### src/design/mtm_pkg.sv
package mtm_pkg;

   localparam int CORDIC_W   = 34;
   localparam int ATAN_STEPS = 24;
   localparam int PROD_W     = 66;

   localparam logic signed [CORDIC_W-1:0] HALF_PI_Q30     = 34'sd1686629713;
   localparam logic signed [CORDIC_W-1:0] PI_Q30          = 34'sd3373259426;
   localparam logic signed [CORDIC_W-1:0] CORDIC_GAIN_Q30 = 34'sd652032874;
   localparam logic signed [31:0]         ONE_Q16         = 32'sh0001_0000;
   localparam logic [1:0]                 LAST_ROW        = 2'd3;

   typedef struct packed {
      logic signed [31:0] loc_x;
      logic signed [31:0] loc_y;
      logic signed [31:0] loc_z;
      logic signed [15:0] yaw_angle;
      logic signed [15:0] pitch_angle;
      logic signed [15:0] roll_angle;
      logic signed [31:0] scale_x;
      logic signed [31:0] scale_y;
      logic signed [31:0] scale_z;
   } req_type;

   typedef struct packed {
      logic [1:0]         row_index;
      logic signed [31:0] elem_0;
      logic signed [31:0] elem_1;
      logic signed [31:0] elem_2;
      logic signed [31:0] elem_3;
      logic               last_row;
   } rsp_type;

   // Payload that rides alongside the trig and matrix stages.
   typedef struct packed {
      logic signed [31:0] loc_x;
      logic signed [31:0] loc_y;
      logic signed [31:0] loc_z;
      logic signed [31:0] scale_x;
      logic signed [31:0] scale_y;
      logic signed [31:0] scale_z;
   } side_type;

   typedef struct packed {
      logic signed [31:0] sin_yaw;
      logic signed [31:0] cos_yaw;
      logic signed [31:0] sin_pitch;
      logic signed [31:0] cos_pitch;
      logic signed [31:0] sin_roll;
      logic signed [31:0] cos_roll;
   } trig_type;

   function automatic logic signed [CORDIC_W-1:0] atan_q30(input int idx);
      logic signed [CORDIC_W-1:0] v;
      case (idx)
         0:  v = 34'sd843314856;
         1:  v = 34'sd497837829;
         2:  v = 34'sd263043836;
         3:  v = 34'sd133525158;
         4:  v = 34'sd67021686;
         5:  v = 34'sd33543515;
         6:  v = 34'sd16775850;
         7:  v = 34'sd8388437;
         8:  v = 34'sd4194282;
         9:  v = 34'sd2097149;
         10: v = 34'sd1048575;
         11: v = 34'sd524287;
         12: v = 34'sd262143;
         13: v = 34'sd131071;
         14: v = 34'sd65535;
         15: v = 34'sd32767;
         16: v = 34'sd16383;
         17: v = 34'sd8191;
         18: v = 34'sd4095;
         19: v = 34'sd2047;
         20: v = 34'sd1023;
         21: v = 34'sd511;
         22: v = 34'sd255;
         23: v = 34'sd127;
         default: v = '0;
      endcase
      return v;
   endfunction

   // Q.30 product, round half up, floor shift.
   function automatic logic signed [CORDIC_W-1:0] mulq(
      input logic signed [CORDIC_W-1:0] a,
      input logic signed [CORDIC_W-1:0] b
   );
      logic signed [2*CORDIC_W-1:0] p;
      p = (2*CORDIC_W)'(a) * (2*CORDIC_W)'(b);
      p = p + (2*CORDIC_W)'(64'sd536870912);
      p = p >>> 30;
      return p[CORDIC_W-1:0];
   endfunction

endpackage

### src/design/mtm_rows.sv
module mtm_rows (
   input  logic               clock,
   input  logic               reset,
   input  logic               in_valid,
   input  logic signed [31:0] in_elem [0:2][0:2],
   input  mtm_pkg::side_type  in_side,
   output logic               in_take,
   output logic               rsp_valid,
   input  logic               rsp_stall,
   output mtm_pkg::rsp_type   rsp_data
);

   logic signed [31:0] elem_ff [0:2][0:2];
   logic signed [31:0] loc_ff  [0:2];
   logic               valid_ff;
   logic [1:0]         row_ff;
   logic               row_done;

   assign row_done = valid_ff && !rsp_stall;
   assign in_take  = !valid_ff || (row_done && row_ff == mtm_pkg::LAST_ROW);

   always_ff @(posedge clock) begin
      if (in_take && in_valid) begin
         elem_ff   <= in_elem;
         loc_ff[0] <= in_side.loc_x;
         loc_ff[1] <= in_side.loc_y;
         loc_ff[2] <= in_side.loc_z;
      end
   end

   always_ff @(posedge clock) begin
      if (reset) begin
         valid_ff <= 1'b0;
         row_ff   <= '0;
      end else if (in_take) begin
         valid_ff <= in_valid;
         row_ff   <= '0;
      end else if (row_done) begin
         row_ff <= row_ff + 2'd1;
      end
   end

   always_comb begin
      rsp_data.row_index = row_ff;
      rsp_data.last_row  = (row_ff == mtm_pkg::LAST_ROW);
      case (row_ff)
         2'd0, 2'd1, 2'd2: begin
            rsp_data.elem_0 = elem_ff[row_ff][0];
            rsp_data.elem_1 = elem_ff[row_ff][1];
            rsp_data.elem_2 = elem_ff[row_ff][2];
            rsp_data.elem_3 = '0;
         end
         default: begin
            rsp_data.elem_0 = loc_ff[0];
            rsp_data.elem_1 = loc_ff[1];
            rsp_data.elem_2 = loc_ff[2];
            rsp_data.elem_3 = mtm_pkg::ONE_Q16;
         end
      endcase
   end

   assign rsp_valid = valid_ff;

endmodule

### config.mk
export PLATFORM = sky130hd
export DESIGN_NAME = mtm_rows
export DESIGN_NICKNAME = d
export VERILOG_FILES = /design/src/design/mtm_pkg.sv /design/src/design/mtm_rows.sv
export SDC_FILE = /design/constraint.sdc
export NUM_CORES = 1
export LEC_CHECK = 0
export BUFFER_PORTS_ARGS = -buffer_cell sky130_fd_sc_hd__buf_4
export CAP_MARGIN = 40
export CORE_AREA = 4 4 236 238
export DETAILED_ROUTE_END_ITERATION = 7
export DIE_AREA = 0 0 240 242
export GPL_TIMING_DRIVEN = 1
export HOLD_SLACK_MARGIN = 0.1
export PLACE_DENSITY = 0.57
export REMOVE_ABC_BUFFERS = 1
export SYNTH_ARGS = -nofsm -noshare
export SYNTH_HDL_FRONTEND = slang
export SYNTH_SLANG_ARGS = --single-unit
export TNS_END_PERCENT = 1
### constraint.sdc
create_clock -name clock -period 11.95 [get_ports clock]
set_input_delay 1.195 -clock clock [delete_from_list [all_inputs] [get_ports clock]]
set_output_delay 1.195 -clock clock [all_outputs]
set_load 0.02 [all_outputs]
# After elaboration in Yosys (flattened, before gate mapping)
# Memory sizes are Yosys's and may differ from the RTL's.
# Index checks and enable logic that the tools add are counted.
# Widths: inputs -> output; s select.
dict set report op_classes {
  add_sub_neg 1
  magnitude_cmp 1
  eq_ne 3
  muxes 6
  n_bitwise 1
  n_reduce_logical 9
}
# operator count
set op_table {}
lappend op_table {{$bmux 96 s2} 1}
lappend op_table {{$mux 96} 2}
lappend op_table {{$mux 128} 1}
lappend op_table {{$eq 2x2->1 const B} 2}
lappend op_table {{$ge 3x3->1 const B} 1}
lappend op_table {{$logic_and 1x1->1} 3}
lappend op_table {{$not 2->3} 1}
lappend op_table {{$reduce_or 3->1} 1}
lappend op_table {{$add 2x1->2 const B} 1}
lappend op_table {{$eq 2x1->1 const B} 1}
lappend op_table {{$logic_not 1->1} 2}
lappend op_table {{$logic_not 2->1} 1}
lappend op_table {{$mux 1} 2}
lappend op_table {{$reduce_or 2->1} 1}
lappend op_table {{$logic_or 1x1->1} 1}
dict set report word_totals {
  register_bits 291
  ramBits 96
  input_bits 484
  out_inout_bits 133
  word_cells 33
  memories 1
}
# name words word_bits read_ports rd_ports_with_merged_regs write_ports line_no
set memory_table {}
lappend memory_table {loc_ff 3 32 3 0 3 mtm_rows.sv:14} ;# logic signed [31:0] loc_ff [0:2];

# Depth between registers and ports, before layout
# Gate-level depths: netlist of run 1.
dict set report depth {
  ltp_word 7
  mapped_depth 7
  mapped_depth_nobuf 4
}

# Worst setup path after synthesis of run 1
# No wires, ideal clock.
dict set report synth_path {
  path_kind {reg2reg}
  startpoint {register row_ff[1]}
  endpoint {register elem_ff[0] in the netlist's numbering, enable pin}
  setup_ns 0.794
  arrival_time_ns 10.608
  required_ns 11.156
  slack_ns 0.548
  path_stages_with_launch 7
  n_path_buf 2
  synth_period_minus_slack_ns 11.402
  path_cell_list {dfxtp_1 -> ha_1 -> buf_2 -> buf_2 -> inv_1 -> o21ai_0 -> and2_1}
}
# item line_no
set synth_rtl {}
lappend synth_rtl {{from (decl)} mtm_rows.sv:16} ;# logic [1:0] row_ff;
lappend synth_rtl {{from (signal assigned)} mtm_rows.sv:39} ;# row_ff <= row_ff + 2'd1;
lappend synth_rtl {{to (signal assigned)} mtm_rows.sv:24} ;# elem_ff <= in_elem;
lappend synth_rtl {{to (decl)} mtm_rows.sv:13} ;# logic signed [31:0] elem_ff [0:2][0:2];

==> results of run 1 <==
-- kinds of logic (layout without fill, tap and decap cells) --
logic type,count (synthesis),count (layout),synth area share [%]
other cells,1,31,0.0250
compound gates,100,100,6.53
buf+inv,88,574,3.51
fa+ha+maj,1,1,0.0833
mux,96,96,7.62
flops,387,387,77.1
simple gates,104,104,5.10
-- synthesized netlist by cell type --
master	count	area share (%)
inv_1	2	0.050
buf_2	16	0.53
mux2_2	78	5.8
buf_1	6	0.15
a21oi_1	3	0.10
buf_6	6	0.45
edfxtp_1	384	77
ha_1	1	0.083
buf_4	35	1.7
mux2_4	17	1.7
clkbuf_1	23	0.57
dfxtp_1	3	0.40
nor3b_1	97	4.8
a221o_1	96	6.4
nand2b_1	2	0.083
and2_1	1	0.042
conb_1	1	0.025
mux2_1	1	0.075
nor3_1	1	0.033
nor2_1	2	0.050
o21ai_0	1	0.033
nor2_2	1	0.042
-- path summary, 6_finish.rpt --
check	from	to	slack, ns
worst max-delay path	row_ff[1]	rsp_data[108]	7.03
worst min-delay path	rsp_valid	row_ff[0]	0.55
worst max register to register	row_ff[1]	elem_ff[194]	7.59
worst min register to register	rsp_valid	row_ff[0]	0.55
-- worst register-to-register path, cell delays in order (launching register included) --
cell	delay [ns]
dfxtp_1	0.51
ha_4	0.76
inv_1	0.09
o21ai_0	0.32
and2_4	0.35
buf_16	0.33
buf_4	0.78
buf_4	0.56
buf_12	0.32
-- through the flow --
stage | utilization [%] | TNS [ns] | std cells | setup WS, ns
5_1_grt | 38.5 | 0 | 1989 | 6.82
4_1_cts | 38.5 | 0 | 1989 | 6.97
3_5_place_dp | 36.1 | 0 | 1918 | 7.56
2_1_floorplan | - | -1940.89 | 721 | -5.05
6_report | 38.5 | 0 | 1989 | 7.03
3_3_place_gp | 36.0 | 0 | 1916 | 7.19
-- power by group --
group	leakage [nW]	internal (mW)	total, mW	switching (mW)
logic	3.41	0.160	0.294	0.135
clock network	0.652	0.739	1.26	0.516
registers	3.68	1.58	1.60	0.0181
total	7.75	2.48	3.15	0.669
-- state kept, by name (all words and copies together), names as in the netlist --
signal,count
row_ff,2
rsp_valid,1
loc_ff,96
elem_ff,288
-- routing by layer --
layer	vias to the layer above	wire (um)
li1	4100	-
met1	4508	16400
met4	6	1150
met2	348	20800
met5	-	46
met3	80	3780
-- final cells by class --
| class | instances | share of cell area [%] |
|---|---|---|
| sequential | 387 | 56.2 |
| timing repair buffer | 501 | 18.4 |
| multi-input combinational | 332 | 14.8 |
| clock buffer | 53 | 5.75 |
| tap | 696 | 4.22 |
| clock inverter | 18 | 0.642 |
| inverter | 2 | 0.0364 |
==> impl_results.md, run 1 <==
* Commonest non-fill, non-tap cells in the layout: buf_4 (498), edfxtp_1 (384), nor3b_1 (97)
* H-tree depth at 2
* GR Layer Usage met3 at 4.93%
* Final number of hold-violating endpoints at 0
* Die W at between 200 and 250 um
* Starting Density at between 20 and 30%
* Filler cells at 4,979
* Levels on crit path at 6
* GR peak layer: met2
* Syn_area_per_cell at ~19 um^2
* Crit-path max FO at between 60 and 70
* Post-CTS Setup Inserts at 0
* Status: complete, no violations
* Nets@finish at ~1,800
* Number of global-route vias before repair at around 9,500
* R2R cell count at 8
* DP HPWL at 28,700 um
* Placer Congestion at between 0.7 and 0.8
* Buf/Inv on CP at 3
* Pin count of the biggest net entering global routing at between 150 and 200
* Crit path arrival time at roughly 3.7 ns
* Post-Syn Area at around 15,000 um^2
* Post-Route WL at roughly 42,000 um
* Clk buf depth at 3
* Worst setup SP type: register
* Clk slew on worst S/H paths at 0.06 ns
* Total power at about 3.2 mW
* Max-Cap Viols at 0
* CTS tree: yes
* Worst rel slew slack at 32.4%
* GRT overflow at 0
* Final setup violation count at 0
* Vias/cell at 4.55
* CP required at 10.76 ns
* Yosys reg bits at 387
* Worst path cell trace: ha_4, nor2_4, buf_4, buf_4, a221o_1, buf_4
* Max Fclk at between 200 and 250 MHz
* Most numerous cell on the critical path: buf_4
* Seq. cell area at 11,600 um^2
* Full die area at approximately 58,000 um^2
* Remaining DRCs at 0
* Area Growth Syn to Fin at 37.4%
* Power Dens Cells at 153 nW/um^2
* Leak at 7.75 nW
* Die height at 242 um
* Number of hold buffers added after cts at 0
* Crit Path Class: register to output pin
* Mapped Cells at 777
* Multi-input gate area at approximately 3000 um^2
* Global Route Usage Sum at roughly 14%
* Port Buffer Count at approximately 490
* RSZ-0062 raised after global routing: no
* Yosys warnings at 0
* Ant. Diodes at 0
* Met1 GRT Util at between 10% and 20%
* CTS Root Cell: clkbuf_16
* Slowest CP cell: buf_4
* First-pass detailed-route iteration total at 4
* Placement Cell Area at a little under 20,000 um^2
* Slew @ Worst Pin at approximately 1 ns
* Slew Limit Fails at 0
* Setup crit end kind: output pin
* Iter 0 DRT Violations at 470
* Worst hold path depth at 2
* Share of layout cells above drive strength 1 at 50.9%
* Final min period at around 4.9 ns
* Fin crit share at about two fifths
* Std-Cell Rows at 85
* Via count at roughly 9,000
* CTS resizes at 0
* Fin Hold WS at approximately 0.55 ns
* Fin area at 20,600 um^2
* CORE AREA at ~54,000 um^2
* Antenna violations before repair at 3
* Peak supply drop at 125 uV
* CP top delay family: buffers and inverters
* Clk Latency, worst-skew pair at roughly 0.54 ns
* Sinks on Clock Net at between 300 and 400
* Num CTS Buffers at between 40 and 50
* Hold crit path type: register to register
* First-pass GRT wire length at between 60,000 and 70,000 um
* Average wire per standard cell at between 20 and 25 um
* Final ANT Viol Nets at 0
* GRT met2 Usage at between 20% and 30%
* Commonest non-fill, non-tap cell in the layout: buf_4
* Register area share after synthesis at 77.1%
* Synth cell types at 22
* Worst Skew at 0.00966 ns
* # IOs at approximately 620
* Crit-path max cell delay at 0.63 ns
Power figures use the tool's default switching activity.
==> run 2: changes to the inputs <==
==> constraint.sdc (replaced) <==
create_clock -name clock -period 4.7 [get_ports clock]
set_input_delay 0.47 -clock clock [delete_from_list [all_inputs] [get_ports clock]]
set_output_delay 0.47 -clock clock [all_outputs]
set_load 0.02 [all_outputs]
==> run 2 against run 1 <==
  * Flip-flop and latch count stayed put
  * Sequential power grew to 2.5 times the previous value
  * Non-clock buffer count is 394 higher
  * Clock skew is 0.0084 ns higher
  * Via count is 19% higher
  * Critical path depth stayed put
==> impl_results.md, run 2 (synthesis gave the netlist of run 1 again) <==
* Status: complete, no violations
* R2r setup slk at 2.05 ns (-5.54 ns)
* Min-delay src: in_side[105]
* Full die area at 58,100 um^2 (unchanged)
* Post-Route WL at 46,400 um (+10%)
* Max-Cap Viols at 0 (unchanged)
* GRT overflow at 0 (unchanged)
* Setup crit end kind: output pin
* Max Fclk at slightly above 300 MHz
* Global Route Usage Sum at 15.1% (+1.4 points)
* Seq. cell area at 11,600 um^2 (unchanged)
* Power Dens Cells at 336 nW/um^2 (+120%)
* Crit-path max cell delay at 0.54 ns (-0.09 ns)
* Pin count of the biggest net entering global routing at 102 (-41%)
* Die W at 240 um (unchanged)
* H-tree depth at 2 (unchanged)
* Worst setup SP type: register
* Number of global-route vias before repair at 11,800 (+25%)
* Buf/Inv on CP at 3 (unchanged)
* Combinational power share at 12.7% (+3.4 points)
* Crit Path Class: register to output pin
* Reg2reg end: elem_ff[32]
* Slew @ Worst Pin at 0.885 ns (-0.130 ns)
* R2R Path Start: row_ff[1]
* Fin crit share at between 60% and 70%
* Worst path cell trace: ha_4, buf_12, nor2_4, buf_4, a221o_1, buf_4
* Crit path arrival time at 2.77 ns (-0.96 ns)
* Final min period at approximately 3.2 ns
* Port Buffer Count at 489 (unchanged)
* Commonest non-fill, non-tap cell in the layout: buf_4
* Remaining DRCs at 0 (unchanged)
* RSZ-0062 raised after global routing: no
* # IOs at 617 (unchanged)
* Slew Limit Fails at 0 (unchanged)
* Commonest non-fill, non-tap cells in the layout: buf_4 (505), edfxtp_1 (384), dlygate4sd3_1 (383)
* CP top delay family: buffers and inverters
* Average wire per standard cell at 19.4 um (-8.4%)
* Largest regs: elem_ff x288, loc_ff x96, row_ff x2
* Clk slew on worst S/H paths at 0.06 ns (about the same)
* Crit-path max FO at 101 (+58%)
* Clk Latency, worst-skew pair at 0.55 ns (about the same)
* Final number of hold-violating endpoints at 0 (unchanged)
* Layout Utilization at 45.9% (+7.4 points)
* Num CTS Buffers at 44 (+2.3%)
* First-pass GRT wire length at 67,900 um (+12%)
* Starting Density at 28.0% (unchanged)
* CORE AREA at 53,600 um^2 (unchanged)
* Std-Cell Rows at 85 (unchanged)
* Slowest CP cell: dfxtp_1
* Max FFs per register at 288 (unchanged)
* Pint at 6.45 mW (+160%)
* DP HPWL at 29,200 um (+1.6%)
* Worst Skew at 0.0181 ns (+0.00845 ns)
* Multi-input gate area at 3050 um^2 (unchanged)
* Sinks on Clock Net at 387 (unchanged)
* Clk buf depth at 3 (unchanged)
* Area Growth Syn to Fin at 63.7%
* Peak supply drop at 273 uV (+120%)
* Vias/cell at 4.49 (-1.2%)
* CTS tree: yes
* Worst rel slew slack at 41.0% (+8.7 points)
* Final ANT Viol Nets at 0 (unchanged)
* R2R cell count at 5 (-3)
* Share of layout cells above drive strength 1 at 39.4% (-12 points)
* Hold crit path type: input pin to register
* Clock Power Share at 38.0% (-1.8 points)
* Die height at 242 um (unchanged)
* Nets@finish at 2,147 (+23%)
* Final setup violation count at 0 (unchanged)
* Antenna violations before repair at 12 (+9)
* First-pass detailed-route iteration total at 4 (unchanged)
* Placer Congestion at 0.761 (+0.21%)
* Post-CTS Setup Inserts at 0 (unchanged)
* Hold path endpoint: loc_ff[0][73]
* Via count at 10,800 (+19%)
* Filler cells at 4,551 (-8.6%)
* Setup TNS at 0 ns (unchanged)
* Most numerous cell on the critical path: buf_4
* CP required at 4.23 ns (-6.53 ns)
* Iter 0 DRT Violations at 594 (+26%)
* CTS Root Cell: clkbuf_16
* Switch share at 21.9% (+0.69 points)
* Most flops, register: elem_ff
* Leak at 9.39 nW (+21%)
* Worst hold path depth at 1 (-1)
* Sequential fraction of design power at 49.3% (-1.5 points)
* Sw power at 1.81 mW (+170%)
## run 2: changes by cell type in the layout (fill, tap and decap cells not counted), moves of 3 or more
cell,change
buf_4,+7
dlygate4sd3_1,+383
diode_2,+6
buf_12,+5
clkbuf_8,-3
clkbuf_1,+6
## run 2: final cells by class
class	count	area share, %
flip-flops and latches	387	47.1
repair buffers	895	31.6
multi-input cells	332	12.4
clock buffers	56	4.75
well taps	696	3.54
clock inverters	20	0.514
diodes	6	0.0610
inverters	2	0.0305
## run 2: how the worst max path moves through the flow
stage,from,to,slack [ns],depth (start not counted)
final,row_ff[1],rsp_data[90],1.46,6
after global routing,row_ff[1],rsp_data[90],1.33,6
after CTS,row_ff[1],rsp_data[90],1.38,6
after detailed placement,row_ff[1],rsp_data[90],2.01,6
after global placement,row_ff[0],rsp_data[90],2.03,4
after floorplan,row_ff[0],elem_ff[0],-12.30,4
## run 2: stage by stage
step                      cells  hold slack, ns  total power [mW]  setup slack [ns]  instance area, um^2
after CTS                  2388           0.104              8.38              1.38                24600
final                      2394           0.159              8.26              1.46                24600
after global routing       2394           0.120              8.58              1.33                24600
after floorplan             721           0.539              4.54            -12.30                14600
after global placement     1929           0.569              4.90              2.03                19500
after detailed placement   1929           0.565              4.92              2.01                19500
## run 2: repair_timing
action                                 in CTS  in global routing
gates resized for setup                     0                  0
hold buffers                              383                  0
setup endpoints to repair                   0                  0
endpoints found under the hold margin     383                  0
## run 2: per-layer routing
metal / vias up / wire length (um) / track usage (%)
li1: 4910 / - / -
met1: 5334 / 17800 / 17.7
met2: 414 / 24000 / 26.7
met3: 86 / 3350 / 4.05
met4: 8 / 1240 / 5.09
met5: - / 52 / 0
## run 2: power by group through the flow
stage,registers (mW),logic (mW),clock network (mW)
after floorplan,4.21,0.323,0
after global placement,4.14,0.759,0
after detailed placement,4.15,0.770,0
after CTS,4.07,1.05,3.26
after global routing,4.09,1.11,3.38
final,4.07,1.05,3.14
